<file path="src/rtl/rhsl_pkg.sv">
// Package for the RGB to HSL converter.
// Holds the division lane and cell payload types and the conversion constants; no dependencies.

package rhsl_pkg;

  localparam int unsigned CELL_COUNT = 9;

  localparam logic [8:0]  HUE_OFF_RED_LOW = 9'd0;
  localparam logic [8:0]  HUE_OFF_RED_WRAP = 9'd360;
  localparam logic [8:0]  HUE_OFF_GREEN = 9'd120;
  localparam logic [8:0]  HUE_OFF_BLUE = 9'd240;
  localparam logic [8:0]  HUE_MAX = 9'd360;
  localparam logic [8:0]  PCT_MAX = 9'd100;
  localparam logic [8:0]  SUM_FULL = 9'd510;
  localparam logic [8:0]  SUM_HALF = 9'd255;
  localparam logic [14:0] LIT_RECIP = 15'd20561;

  // one division lane: partial remainder, numerator bits still to enter,
  // quotient so far and divisor
  typedef struct packed {
    logic [7:0] rem;
    logic [8:0] num;
    logic [8:0] quo;
    logic [7:0] den;
  } div_lane_t;

  typedef struct packed {
    div_lane_t  hue;
    div_lane_t  sat;
    logic       grey;
    logic [6:0] lit;
  } cell_t;

endpackage

</file>
<file path="src/rtl/rhsl_front.sv">
// Input stage of the RGB to HSL converter: max, min, sector, numerators and lightness.
// Depends on rhsl_pkg.

module rhsl_front (
  input  logic                 clk,
  input  logic                 rst_n,
  input  logic                 in_valid,
  output logic                 in_ready,
  input  logic [7:0]           red,
  input  logic [7:0]           green,
  input  logic [7:0]           blue,
  output logic                 dn_valid,
  input  logic                 dn_ready,
  output rhsl_pkg::cell_t      dn_data
);

  logic               valid_r;
  rhsl_pkg::cell_t    data_r;
  rhsl_pkg::cell_t    data_nxt;

  logic [7:0]         mx;
  logic [7:0]         mn;
  logic [7:0]         rng;
  logic [8:0]         sum;
  logic signed [8:0]  diff;
  logic [8:0]         off;
  logic [16:0]        prod_off;
  logic signed [16:0] prod_dif;
  logic [16:0]        hnum;
  logic [14:0]        snum;
  logic [7:0]         sden;
  logic [12:0]        lx;
  logic [27:0]        lprod;

  always_comb begin
    mx = red;
    mn = red;
    if (green > mx) mx = green;
    if (blue > mx) mx = blue;
    if (green < mn) mn = green;
    if (blue < mn) mn = blue;
    rng = mx - mn;
    sum = {1'b0, mx} + {1'b0, mn};

    if (mx == red) begin
      diff = $signed({1'b0, green}) - $signed({1'b0, blue});
      off  = (green >= blue) ? rhsl_pkg::HUE_OFF_RED_LOW : rhsl_pkg::HUE_OFF_RED_WRAP;
    end else if (mx == green) begin
      diff = $signed({1'b0, blue}) - $signed({1'b0, red});
      off  = rhsl_pkg::HUE_OFF_GREEN;
    end else begin
      diff = $signed({1'b0, red}) - $signed({1'b0, green});
      off  = rhsl_pkg::HUE_OFF_BLUE;
    end

    prod_off = {8'd0, off} * {9'd0, rng};
    prod_dif = 17'sd60 * {{8{diff[8]}}, diff};
    hnum     = prod_off + unsigned'(prod_dif);

    snum = {7'd0, rng} * 15'd100;
    sden = (sum <= rhsl_pkg::SUM_HALF) ? sum[7:0] : 8'(rhsl_pkg::SUM_FULL - sum);

    lx    = {1'b0, sum, 3'b000} + {3'b000, sum, 1'b0};
    lprod = {15'd0, lx} * {13'd0, rhsl_pkg::LIT_RECIP};

    data_nxt.hue.rem = hnum[16:9];
    data_nxt.hue.num = hnum[8:0];
    data_nxt.hue.quo = '0;
    data_nxt.hue.den = rng;
    data_nxt.sat.rem = {2'b00, snum[14:9]};
    data_nxt.sat.num = snum[8:0];
    data_nxt.sat.quo = '0;
    data_nxt.sat.den = sden;
    data_nxt.grey    = (rng == 8'd0);
    data_nxt.lit     = lprod[26:20];
  end

  assign in_ready = !valid_r || dn_ready;

  always_ff @(posedge clk) begin
    if (!rst_n) begin
      valid_r <= 1'b0;
    end else if (in_ready) begin
      valid_r <= in_valid;
    end
  end

  always_ff @(posedge clk) begin
    if (in_ready && in_valid) begin
      data_r <= data_nxt;
    end
  end

  assign dn_valid = valid_r;
  assign dn_data  = data_r;

endmodule

</file>
<file path="src/rtl/rhsl_cell.sv">
// Division cell of the RGB to HSL converter: one quotient bit for hue and for saturation.
// Depends on rhsl_pkg.

module rhsl_cell (
  input  logic            clk,
  input  logic            rst_n,
  input  logic            up_valid,
  output logic            up_ready,
  input  rhsl_pkg::cell_t up_data,
  output logic            dn_valid,
  input  logic            dn_ready,
  output rhsl_pkg::cell_t dn_data
);

  logic            valid_r;
  rhsl_pkg::cell_t data_r;
  rhsl_pkg::cell_t data_nxt;

  function automatic rhsl_pkg::div_lane_t step(input rhsl_pkg::div_lane_t l);
    rhsl_pkg::div_lane_t o;
    logic [8:0]          rs;
    logic                ge;
    rs     = {l.rem, l.num[8]};
    ge     = (rs >= {1'b0, l.den});
    o.rem  = ge ? 8'(rs - {1'b0, l.den}) : rs[7:0];
    o.num  = {l.num[7:0], 1'b0};
    o.quo  = {l.quo[7:0], ge};
    o.den  = l.den;
    return o;
  endfunction

  always_comb begin
    data_nxt      = up_data;
    data_nxt.hue  = step(up_data.hue);
    data_nxt.sat  = step(up_data.sat);
  end

  assign up_ready = !valid_r || dn_ready;

  always_ff @(posedge clk) begin
    if (!rst_n) begin
      valid_r <= 1'b0;
    end else if (up_ready) begin
      valid_r <= up_valid;
    end
  end

  always_ff @(posedge clk) begin
    if (up_ready && up_valid) begin
      data_r <= data_nxt;
    end
  end

  assign dn_valid = valid_r;
  assign dn_data  = data_r;

endmodule

</file>
<file path="src/rtl/rhsl_back.sv">
// Output stage of the RGB to HSL converter: grey handling, clamping, result register.
// Depends on rhsl_pkg.

module rhsl_back (
  input  logic            clk,
  input  logic            rst_n,
  input  logic            up_valid,
  output logic            up_ready,
  input  rhsl_pkg::cell_t up_data,
  output logic            out_valid,
  input  logic            out_ready,
  output logic [8:0]      hue,
  output logic [6:0]      saturation,
  output logic [6:0]      lightness
);

  logic       valid_r;
  logic [8:0] hue_r;
  logic [6:0] sat_r;
  logic [6:0] lit_r;
  logic [8:0] hue_nxt;
  logic [6:0] sat_nxt;

  always_comb begin
    if (up_data.grey) begin
      hue_nxt = '0;
      sat_nxt = '0;
    end else begin
      hue_nxt = (up_data.hue.quo > rhsl_pkg::HUE_MAX) ? rhsl_pkg::HUE_MAX : up_data.hue.quo;
      sat_nxt = (up_data.sat.quo > rhsl_pkg::PCT_MAX) ? rhsl_pkg::PCT_MAX[6:0]
                                                       : up_data.sat.quo[6:0];
    end
  end

  assign up_ready = !valid_r || out_ready;

  always_ff @(posedge clk) begin
    if (!rst_n) begin
      valid_r <= 1'b0;
    end else if (up_ready) begin
      valid_r <= up_valid;
    end
  end

  always_ff @(posedge clk) begin
    if (up_ready && up_valid) begin
      hue_r <= hue_nxt;
      sat_r <= sat_nxt;
      lit_r <= up_data.lit;
    end
  end

  assign out_valid  = valid_r;
  assign hue        = hue_r;
  assign saturation = sat_r;
  assign lightness  = lit_r;

endmodule

</file>
<file path="src/rtl/rgb_to_hsl_converter_core.sv">
// Top level of the RGB to HSL converter.
// Depends on rhsl_pkg, rhsl_front, rhsl_cell and rhsl_back.
//
// Usage:
//   Input stream: one pixel per transfer, in_tdata = {blue, green, red}.
//   Output stream: one result per pixel, in the same order,
//   out_tdata = {pad, lightness, saturation, hue}.
//   Hue is in whole degrees 0..359, saturation and lightness in whole
//   percent 0..100, all truncated; a grey pixel gives hue 0 and saturation 0.
//   Pipeline: eleven register stages (one front stage, nine division cells,
//   one output register), which a pixel passes in that order from the
//   input transfer to out_tvalid.
//   Throughput: one pixel per cycle unless stalled; each of the nine
//   restoring-division cells gives a quotient bit of hue and of saturation.
//   Every stage holds its own valid flag, so bubbles close up and the
//   input keeps accepting until all eleven stages are full.
//   Receiver stall: the output holds its result and the stages behind it
//   fill up; in_tready falls only when every stage is occupied.
//   Reset clears every stage's valid flag; no pixel is in flight afterwards.

module rgb_to_hsl_converter_core (
  input  logic        clk,
  input  logic        rst_n,
  input  logic        in_tvalid,
  output logic        in_tready,
  input  logic [23:0] in_tdata,   // red [7:0], green [15:8], blue [23:16]
  output logic        out_tvalid,
  input  logic        out_tready,
  output logic [23:0] out_tdata   // hue [8:0], saturation [15:9], lightness [22:16], zero [23]
);

  localparam int unsigned N = rhsl_pkg::CELL_COUNT;

  logic            ch_valid [N+1];
  logic            ch_ready [N+1];
  rhsl_pkg::cell_t ch_data  [N+1];

  logic [8:0] hue;
  logic [6:0] saturation;
  logic [6:0] lightness;

  rhsl_front u_front (
    .clk      (clk),
    .rst_n    (rst_n),
    .in_valid (in_tvalid),
    .in_ready (in_tready),
    .red      (in_tdata[7:0]),
    .green    (in_tdata[15:8]),
    .blue     (in_tdata[23:16]),
    .dn_valid (ch_valid[0]),
    .dn_ready (ch_ready[0]),
    .dn_data  (ch_data[0])
  );

  for (genvar i = 0; i < N; i++) begin : g_cell
    rhsl_cell u_cell (
      .clk      (clk),
      .rst_n    (rst_n),
      .up_valid (ch_valid[i]),
      .up_ready (ch_ready[i]),
      .up_data  (ch_data[i]),
      .dn_valid (ch_valid[i+1]),
      .dn_ready (ch_ready[i+1]),
      .dn_data  (ch_data[i+1])
    );
  end

  rhsl_back u_back (
    .clk        (clk),
    .rst_n      (rst_n),
    .up_valid   (ch_valid[N]),
    .up_ready   (ch_ready[N]),
    .up_data    (ch_data[N]),
    .out_valid  (out_tvalid),
    .out_ready  (out_tready),
    .hue        (hue),
    .saturation (saturation),
    .lightness  (lightness)
  );

  assign out_tdata = {1'b0, lightness, saturation, hue};

endmodule

</file>
<file path="config.mk">
export PLATFORM = sky130hd
export DESIGN_NAME = rgb_to_hsl_converter_core
export DESIGN_NICKNAME = d
export VERILOG_FILES = /design/src/rtl/rhsl_pkg.sv /design/src/rtl/rhsl_front.sv /design/src/rtl/rhsl_cell.sv /design/src/rtl/rhsl_back.sv /design/src/rtl/rgb_to_hsl_converter_core.sv
export SDC_FILE = /design/constraint.sdc
export NUM_CORES = 1
export LEC_CHECK = 0
export BUFFER_PORTS_ARGS = -buffer_cell sky130_fd_sc_hd__buf_2
export CORE_MARGIN = 2
export CORE_UTILIZATION = 56
export DETAILED_ROUTE_END_ITERATION = 10
export MAX_ROUTING_LAYER = met4
export PLACE_DENSITY = 0.7
export SKIP_CTS_REPAIR_TIMING = 1
export SLEW_MARGIN = 20
export SYNTH_ARGS = -nofsm -noshare
export SYNTH_HDL_FRONTEND = slang
export SYNTH_SLANG_ARGS = --single-unit
</file>
<file path="constraint.sdc">
create_clock -name clk -period 25.4 [get_ports clk]
set_clock_uncertainty 0.15 [all_clocks]
set_input_delay 5.08 -clock clk [delete_from_list [all_inputs] [get_ports clk]]
set_output_delay 5.08 -clock clk [all_outputs]
set_load 0.1 [all_outputs]
</file>
---- Word level (Yosys, flattened, before mapping) ----
Cells that the tools add are included.
cells by class
  add/subtract/negate cells ............... 24
  multipliers ............................. 4
  $lt $le $gt $ge ......................... 26
  eq/ne operators ......................... 2
  muxes and demuxes ....................... 28
  reduce and logical (&&, ||, !) cells .... 36
operator list
  kind                    count
  $mux 8                  21
  $ge 9x8->1              17
  $sub 8x8->8             16
  $mux 9                  5
  $mul 13x15->27 const B  1
  $sub 8x8->9             3
  $add 17x17->17          1
  $mul 4x17->15 const A   1
  $mul 9x8->17            1
  $eq 8x8->1              2
  $gt 8x8->1              2
  $lt 8x8->1              2
  $mux 7                  2
  $add 12x10->13          1
  $mul 8x5->13 const B    1
  $logic_and 1x1->1       11
  $logic_not 1->1         11
  $logic_or 1x1->1        11
  $add 8x8->9             1
  $gt 9x7->1 const B      1
  $gt 9x9->1 const B      1
  $le 9x8->1 const B      1
  $ge 7x8->1              1
  $ge 8x8->1              1
  4 further kinds         5
storage, ports and cells
  register bits after elaboration ......... 563
  input bits .............................. 28
  output and inout bits ................... 26
  word-level logic and storage cells ...... 228

---- Longest topological paths before layout ----
  depth after elaboration ................. 13
  gate-level depth with buffers ........... 50
  depth with buffers taken out ............ 49

---- Hierarchy ----
A second synthesis with hierarchy kept.
second synthesis, totals
  cell total of the unflattened synthesis .. 3,117
  area, all modules ....................... 40,757.8 sq um
modules (own cells, without submodules)
  module                            instances  cells each  area each (sq um)  seq. area each (sq um)
  rhsl_cell (g_cell[0].u_cell ...)  6          208         3,283.1            2,242.2
  rhsl_front                        1          1,162       10,169.8           1,461.4
  rhsl_cell (g_cell[5].u_cell ...)  3          213         3,303.2            2,242.2
  rhsl_back                         1          66          968.4              710.7
  rgb_to_hsl_converter_core         1          2           11.3               0.0

---- Worst setup path after synthesis ----
No wires, ideal clock.
  kind .................................... input-to-reg
  from .................................... input in_tdata[0]
  to ...................................... register u_front.data_r, in the netlist u_front.dn_data[75] (data pin)
  setup time .............................. 0.259 ns
  arrival ................................. 15.346 ns
  data required time ...................... 24.991 ns
  slack ................................... 9.645 ns
  stages on the path ...................... 48
  path buffers ............................ 3
  cell sequence ........................... clkbuf_1 > inv_1 > ha_1 > nand3b_1 > a211o_1 > nand2_1 > clkbuf_1 > a21oi_1 > ha_1 > a211oi_1 > o221ai_1 > nand2_1 > a21oi_2 > or3_1 > buf_6 > mux2_4 > or4_4 > nor2_8 > [12 not listed] > fa_1 > inv_1 > ha_1 > inv_1 > fa_1 > inv_1 > ha_1 > nor2b_1 > o21ai_0 > a21boi_0 > o21ai_0 > a21boi_0 > o21ai_0 > nand2b_1 > a21o_1 > a21oi_1 > xnor2_1 > xnor2_2
RTL lines
  what                    RTL line                         text
  start: declaration      rgb_to_hsl_converter_core.sv:26  input logic [23:0] in_tdata,
  end signal: assignment  rhsl_front.sv:90                 data_r <= data_nxt;
  end: declaration        rhsl_front.sv:18                 rhsl_pkg::cell_t data_r;

==> results_dict.tcl <==
set metrics [dict create \
    fin_ws_ps 8740 \
    final_max_slew_viol_count 0 \
    synthArstFlopShare 0 \
    setup_viol 0 \
    wl_met2_microns 31200 \
    place_congestion 0.930 \
    hold_class "flip-flop to flip-flop" \
    io-pin-count 54 \
    hold_viol_final 0 \
    dr.max_layer_used "met4" \
    numCtsBuffers 51 \
    final_nets 3212 \
    seq_area_frac_synth 0.499 \
    synth_enable_flop_cells 508 \
    grt_pass1_wl_microns 95200 \
    synth.distinct_cells 74 \
    cp.required_ps 25550 \
    yosysTopAreaCell "edfxtp_1" \
    yosys-top-cells-count "edfxtp_1, inv_1, ha_1" \
    path_buf_inv 9 \
    final_antenna_net_count 0 \
    syn_area_per_cell_sq_um 11.7 \
    pre_cts_ws_ps 8190 \
    fp.dieH_microns 239 \
    cts.sinks 519 \
    cp_slowest_stage_delay_ps 570 \
    final_area_sq_um 33900 \
    start_kind "primary input" \
    path_common_cell "inv_1" \
    crit_type "primary input to flip-flop" \
    hold_depth 0 \
    dp_hpwl_microns 45800 \
    std_cell_rows 86 \
    dr.first_iter.drc_count 769 \
    clockRootBuffer "clkbuf_16" \
    cts_tree "built" \
    fin_setup_tns_ps 0 \
    port_buffers 52 \
    grt_start_max_net_pins 56 \
    cp_top_family "adder cells" \
    maxCapViolCount 0 \
    status "finished clean" \
    drt_pass1_iterations 5 \
    grt_pass1_vias 19700 \
    die-area_sq_um 57200 \
    synth_cells 2658 \
    synthesis.area_sq_um 31000 \
    synth_ff_type "edfxtp_1" \
    endpoint_kind "flip-flop" \
    clkTransAtPathRegs_ps 60 \
    totalWireLength_microns 57400 \
    dp_cells 3401 \
    avgRoutedWirePerCell_microns 16.4 \
    drive_gt1_frac 0.0716 \
    vias_per_cell 5.41 \
    clkLatencyLatePin_ps 560 \
    path_depth 47 \
    synth_area_leaders "edfxtp_1, ha_1, inv_1" \
    htree_levels 2 \
    routed-wl-met3_microns 1410 \
    ff2ff_path_depth 12 \
    drc 0 \
    yosysMostFrequentCell "edfxtp_1" \
    rsz0062_at_grt "false" \
    die_width_microns 239 \
    ys_ff_latch 519 \
    initial_core_util 0.565 \
    syn-num-nets 3120 \
    synth_top_area_share 0.492 \
    arrival_ps 16810 \
    slowest_stage "or4_4" \
    grt.total_usage 0.214 \
    max_slew_margin 0.350 \
    grt-ovfl-total 0 \
    drt-met1-wl_microns 22800 \
    core-area_sq_um 54900 \
    worst_pin_slew_ps 974 \
    fin_crit_sh 0.656 \
    yosys_warnings 0 \
    max_freq_ghz 0.0600 \
    antenna_found_initial 0 \
    crit_fanout 17 \
    final-instance-count-excl-fill 3496 \
    filler_cell_count 4281 \
    num_antenna_cells 0 \
    cts_buffer_depth 3 \
    place_area_sq_um 32200 \
    period_minus_slack_ps 16660 \
    syn_to_final_growth_pct 9.43 \
    dr_total_vias 18900 \
]
sequential cells by signal (all words and copies together), names as in the netlist:
signal,cells
u_back.hue,9
u_front.dn_valid,1
g_cell.u_cell.dn_valid,9
u_back.saturation,7
u_back.out_valid,1
u_back.lightness,7
u_front.dn_data,48
g_cell.u_cell.dn_data,437
final cells by class:
class	instances	area, sq um	area share
Inverter	474	1780	0.0525
Multi-Input combinational cell	1637	13700	0.404
Sequential cell	519	15500	0.456
Clock buffer	57	1350	0.0399
Tap cell	704	881	0.0260
Timing Repair Buffer	67	373	0.0110
Clock inverter	38	350	0.0103
worst reg2reg max path, cell delays in order, from the launching register on:
cell	delay, ps
edfxtp_1	410
inv_1	60
ha_1	310
nor2b_1	140
o21ai_0	230
a21boi_0	150
o21ai_0	280
a21oi_1	140
o21ai_0	190
inv_1	80
o21ai_0	210
nor2b_1	770
o21ai_0	260
cell usage in the layout, fill, tap and decap left out, types with 32 or more instances in the layout:
master / count
edfxtp_1: 508
inv_1: 474
fa_1: 85
nand2_1: 144
xnor2_1: 75
buf_2: 52
nand4_1: 34
o31ai_1: 32
nor2b_1: 54
a21o_1: 46
ha_1: 349
o21ai_0: 176
xor2_1: 63
a21oi_1: 133
nor2_1: 118
clkbuf_16: 53
per-stage QoR:
stage	utilization	hold WS (ps)
6_report	0.618	263
5_1_grt	0.618	263
4_1_cts	0.618	264
3_5_place_dp	0.587	255
3_3_place_gp	0.587	251
2_1_floorplan	-	250
worst paths after layout:
path / to / startpoint / slack [ps]
max: u_front.dn_data[75] / in_tdata[14] / 8740
min: g_cell[1].u_cell.dn_data[7] / g_cell[0].u_cell.dn_data[7] / 260
max reg2reg: g_cell[3].u_cell.dn_data[74] / g_cell[2].u_cell.dn_data[43] / 21720
min reg2reg: g_cell[1].u_cell.dn_data[7] / g_cell[0].u_cell.dn_data[7] / 260
cell families after synthesis:
family,Yosys count,share of synthesized area
compound gates,533,0.107
flops,519,0.499
buf+inv,502,0.0616
simple gates,482,0.0781
fa+ha+maj,435,0.196
xor+xnor,144,0.0428
mux,42,0.0145
other cells,1,0.000121
metal layers:
layer | vias up | global-route usage
met1 | 9028 | 0.228
met3 | 116 | 0.0213
li1 | 9483 | -
met4 | 0 | 0.0820
met2 | 285 | 0.408
met5 | - | -
Power is not shown: default switching activity piles up to over one toggle a cycle in this logic, so the estimate is an artifact.
